**src/design/bfm_pkg.sv**
```systemverilog
package bfm_pkg;

  localparam int DEF_MAX_NODES   = 64;
  localparam int DEF_WEIGHT_BITS = 32;

  // node indexes on the ports and in the matrix address
  localparam int IDX_BITS    = 6;
  localparam int CMP_BITS    = IDX_BITS + 1;
  localparam int NCOUNT_BITS = 7;

  // APB register map
  localparam int APB_DATA_BITS = 32;
  localparam int ADDR_BITS     = 3;
  localparam int REG_IDX_BITS  = ADDR_BITS - 2;

  localparam logic [REG_IDX_BITS-1:0] REG_NODE_COUNT  = REG_IDX_BITS'(0);
  localparam logic [REG_IDX_BITS-1:0] REG_SOURCE_NODE = REG_IDX_BITS'(1);

  localparam logic [NCOUNT_BITS-1:0] NODE_COUNT_RST = NCOUNT_BITS'(1);

  typedef struct packed {
    logic [NCOUNT_BITS-1:0] node_count;
    logic [IDX_BITS-1:0]    source_node;
  } bfm_cfg_t;

  typedef enum logic [2:0] {
    ST_IDLE,
    ST_INIT,
    ST_LOADV,
    ST_RELAX,
    ST_DRAIN,
    ST_EMIT_RD,
    ST_EMIT_LD,
    ST_EMIT_WAIT
  } bfm_state_t;

endpackage

```
**src/design/bfm_cfg.sv**
```systemverilog
module bfm_cfg (
  input  logic                              clk,
  input  logic                              rst_n,
  input  logic                              psel,
  input  logic                              penable,
  input  logic                              pwrite,
  input  logic [bfm_pkg::ADDR_BITS-1:0]     paddr,
  input  logic [bfm_pkg::APB_DATA_BITS-1:0] pwdata,
  output logic [bfm_pkg::APB_DATA_BITS-1:0] prdata,
  output logic                              pready,
  output bfm_pkg::bfm_cfg_t                 cfg
);
  import bfm_pkg::*;

  logic [NCOUNT_BITS-1:0]  node_count_r;
  logic [IDX_BITS-1:0]     source_node_r;
  logic [REG_IDX_BITS-1:0] reg_idx;
  logic                    wr_en;

  assign reg_idx = paddr[ADDR_BITS-1:2];
  assign wr_en   = psel && penable && pwrite;
  assign pready  = 1'b1;

  always_ff @(posedge clk) begin
    if (!rst_n) begin
      node_count_r  <= NODE_COUNT_RST;
      source_node_r <= '0;
    end else if (wr_en) begin
      unique case (reg_idx)
        REG_NODE_COUNT:  node_count_r  <= pwdata[NCOUNT_BITS-1:0];
        REG_SOURCE_NODE: source_node_r <= pwdata[IDX_BITS-1:0];
        default: ;
      endcase
    end
  end

  always_comb begin
    unique case (reg_idx)
      REG_NODE_COUNT:  prdata = APB_DATA_BITS'(node_count_r);
      REG_SOURCE_NODE: prdata = APB_DATA_BITS'(source_node_r);
      default:         prdata = '0;
    endcase
  end

  assign cfg.node_count  = node_count_r;
  assign cfg.source_node = source_node_r;

endmodule

```
**config.mk**
```make
export PLATFORM = sky130hd
export DESIGN_NAME = bfm_cfg
export DESIGN_NICKNAME = d
export VERILOG_FILES = /design/src/design/bfm_pkg.sv /design/src/design/bfm_cfg.sv
export SDC_FILE = /design/constraint.sdc
export NUM_CORES = 1
export LEC_CHECK = 0
export BUFFER_PORTS_ARGS = -buffer_cell sky130_fd_sc_hd__buf_2
export CAP_MARGIN = 15
export CORE_MARGIN = 2
export CORE_UTILIZATION = 34
export DETAILED_ROUTE_END_ITERATION = 16
export GPL_TIMING_DRIVEN = 0
export PLACE_DENSITY = 0.78
export SETUP_SLACK_MARGIN = 0.1
export SLEW_MARGIN = 20
export SYNTH_ARGS = -nofsm -noshare
export SYNTH_HDL_FRONTEND = slang
export SYNTH_SLANG_ARGS = --single-unit
```
**constraint.sdc**
```tcl
create_clock -name clk -period 0.9 [get_ports clk]
set_input_delay 0.09 -clock clk [delete_from_list [all_inputs] [get_ports clk]]
set_output_delay 0.09 -clock clk [all_outputs]
set_load 0.01 [all_outputs]
```
==> key figures <==
Cells and area
  – Util after Layout: 0.638
  – Post-route cell area: ~1400 sq um
  – Layout cell share with drive strength beyond 1: 0.627
  – NumNets Final: 202
  – Antenna diode count: 0
  – FILL cells: ~190
  – Most common cell after layout, fill and taps aside: buf_6
  – Area Growth Syn to Fin: 75.4%
  – Commonest non-fill, non-tap cells in the layout: buf_6 (31), buf_4 (30), conb_1 (26)

Die
  – Die width: about 53 microns
  – Row count: 17
  – Die ar.: roughly 2800 sq um
  – DIE HEIGHT: between 50 and 60 microns
  – Core box area: between 2000 and 2500 sq um
  – Initial core utilization: 0.363
  – Ports: between 80 and 90

Synthesis
  – Xor/xnor share of the synthesized area: 0
  – Adder-Cell Fraction of Synth Area: 0
  – Sequential area share after synthesis: 0.318
  – Mean area per synthesized cell: about 9.3 sq um
  – Synth warn: 0
  – Yosys reg bits: 13
  – Unique cell type count in the Yosys netlist: 12
  – Compound-Gate Fraction of Synth Area: 0
  – Largest family of logic cells by synthesized area: buffers and inverters
  – Post-synthesis mux area share: 0.241
  – Gate Count Post-Synth: between 80 and 90
  – Mapped Area: between 800 and 900 sq um
  – Synth Area in Simple Gates: 0.157

Drt
  – DRT iter0 DRCs: 4
  – # DRC: 0
  – Routed Antenna Nets: 0
  – DRT Pass-1 Iters: 2
  – Routed vias: 734
  – Routed WL per cell: 11.6 microns
  – Vias/cell: 3.88
  – Total wire length: 2190 microns

CTS
  – CTS tree: built
  – Clock net sink count: 13
  – Hold_buf cts: 0
  – H-tree levels: 1
  – Clk buf depth: 2
  – Clock root buffer: clkbuf_4
  – Clk pin slew, worst setup/hold paths: around 0.090 ns
  – Clock Latency Late Sink: roughly 0.26 ns
  – Num CTS Buffers: 3

Critical path
  – Critical path class: flip-flop to output pin
  – Worst Setup Start Kind: flip-flop
  – Crit path DAT: 1.00 ns
  – Worst path required time: a little over 0.8 ns
  – Endpoint type of the worst setup path: output pin
  – R2r worst-path depth: 4
  – Worst path slowest cell: dfxtp_2
  – R2R setup slack: around 0.08 ns
  – Worst r2r dst: node_count_r[0]$_SDFFE_PN1P_
  – Crit-path max FO: 2
  – RR Startpoint: node_count_r[0]$_SDFFE_PN1P_
  – Critical Path, Cell by Cell: mux2_4 > buf_6
  – Crit path largest cell delay: ~0.34 ns

Min path
  – Hold WC Path Type: primary input to flip-flop
  – HP Start: pwdata[6]
  – Worst Hold End: node_count_r[6]$_SDFFE_PN0P_
  – Min-Delay Path Depth: 3

Place
  – Hpwl dp: ~1400 microns
  – Port Buffers: 31
  – Placed Instance Area: ~1100 sq um
  – RD Place Congestion: between 0.6 and 0.7

Power
  – Switching Share: 0.276
  – Internal Power: ~0.95 mW
  – Cell Pwr Density: a little over 900 nW/um^2
  – Seq pwr share: 0.457
  – Combinational Power Share: 0.271
  – Clock group share of total power: 0.273
  – Net Switching: approximately 0.36 mW
  – Leakage Power: roughly 0.85 nW
  – Worst IR Drop VDD: ~0.00097 V

Run
  – Maxcap violations: 0

STA
  – Final Cycle Share: 1.21
  – RSZ-0062 raised after global routing: yes
  – Worst Clk Skew: 0 ns
  – Min cycle time layout: around 1.1 ns
  – Setup ws final: -0.189 ns
  – Fmax: 918 MHz
  – Fin Hold WS: around 0.07 ns
  – Setup TNS: -1.51 ns
  – Count of pins over their slew limit: 0
  – Hold Fails Final Rpt: 0
  – Final setup violation count: 17

GRT
  – GR Overflow Total: 0
  – Overall Global Routing Usage: 0.159
  – First-pass GRT wire length: around 3200 microns
  – Initial antenna violation count: 0
  – Largest net degree at the start of global routing: 11
  – Vias in the first global route: 778

Status
  – Status: finished with violations
  – Failing checks: setup timing
final cells by class:
class	instances	area, sq um	share of cell area
buffer	30	225	0.157
clock buffer	3	22.5	0.0157
clock inverter	1	5.00	0.00348
multi-input combinational	69	457	0.318
sequential	13	277	0.192
tap	28	35.0	0.0244
timing repair buffer	45	417	0.290
power groups by stage:
stage               clock (mW)  sequential [mW]  combinational (mW)
global placement             0            0.608               0.277
CTS                      0.370            0.598               0.337
finish                   0.357            0.599               0.355
global route             0.412            0.600               0.386
floorplan                    0            0.615               0.207
detailed placement           0            0.610               0.280
state kept, by name (all words and copies together) (netlist names):
signal,count
node_count_r,7
source_node_r,6
logic make-up after synthesis:
group,count (synthesis)
buf+inv,30
simple gates,24
mux,19
flops,13
other cells,2
Yosys cell counts (all sizes together):
cell type,count,area (sq um)
mux2,6,67.6
nand2,19,71.3
buf,28,218
nand4,1,12.5
clkbuf,2,7.51
and2b,1,8.76
nand4b,1,23.8
conb,2,7.51
nor2b,2,12.5
dfxtp,13,260
mux2i,13,130
metal layers:
metal	routed length, microns	up-vias	track usage
met5	0	-	0
met2	1280	31	0.338
met4	0	0	0.0171
li1	-	383	-
met1	777	320	0.149
met3	131	0	0.0452
worst max path at each step:
stage	startpoint	endpoint	slack (ns)	cells past startpoint
floorplan	paddr[2]	node_count_r[0]$_SDFFE_PN1P_	0.17	4
global placement	rst_n	node_count_r[0]$_SDFFE_PN1P_	-0.01	4
detailed placement	rst_n	node_count_r[0]$_SDFFE_PN1P_	-0.03	4
CTS	source_node_r[4]$_SDFFE_PN0P_	prdata[4]	-0.19	2
global route	node_count_r[3]$_SDFFE_PN0P_	prdata[3]	-0.22	2
finish	node_count_r[2]$_SDFFE_PN0P_	prdata[2]	-0.19	2
critical path, delay by kind of cell (launching register included):
kind                   cells  cell delay (ns)
muxes                      1             0.27
buffers and inverters      1             0.12
DFF                        1             0.34
per-stage QoR:
| step | power, mW | instances | setup WS, ns |
|---|---|---|---|
| floorplan | 0.822 | 112 | 0.173 |
| global placement | 0.885 | 171 | -0.0148 |
| detailed placement | 0.890 | 171 | -0.0333 |
| CTS | 1.31 | 187 | -0.186 |
| global route | 1.40 | 189 | -0.221 |
| finish | 1.31 | 189 | -0.189 |
timing repair:
action	4_1_cts	5_1_grt
endpoints found under the setup margin	20	21
setup buffers	12	4
gates resized for setup	42	11
Note: power is estimated with default switching activity, not from simulation.
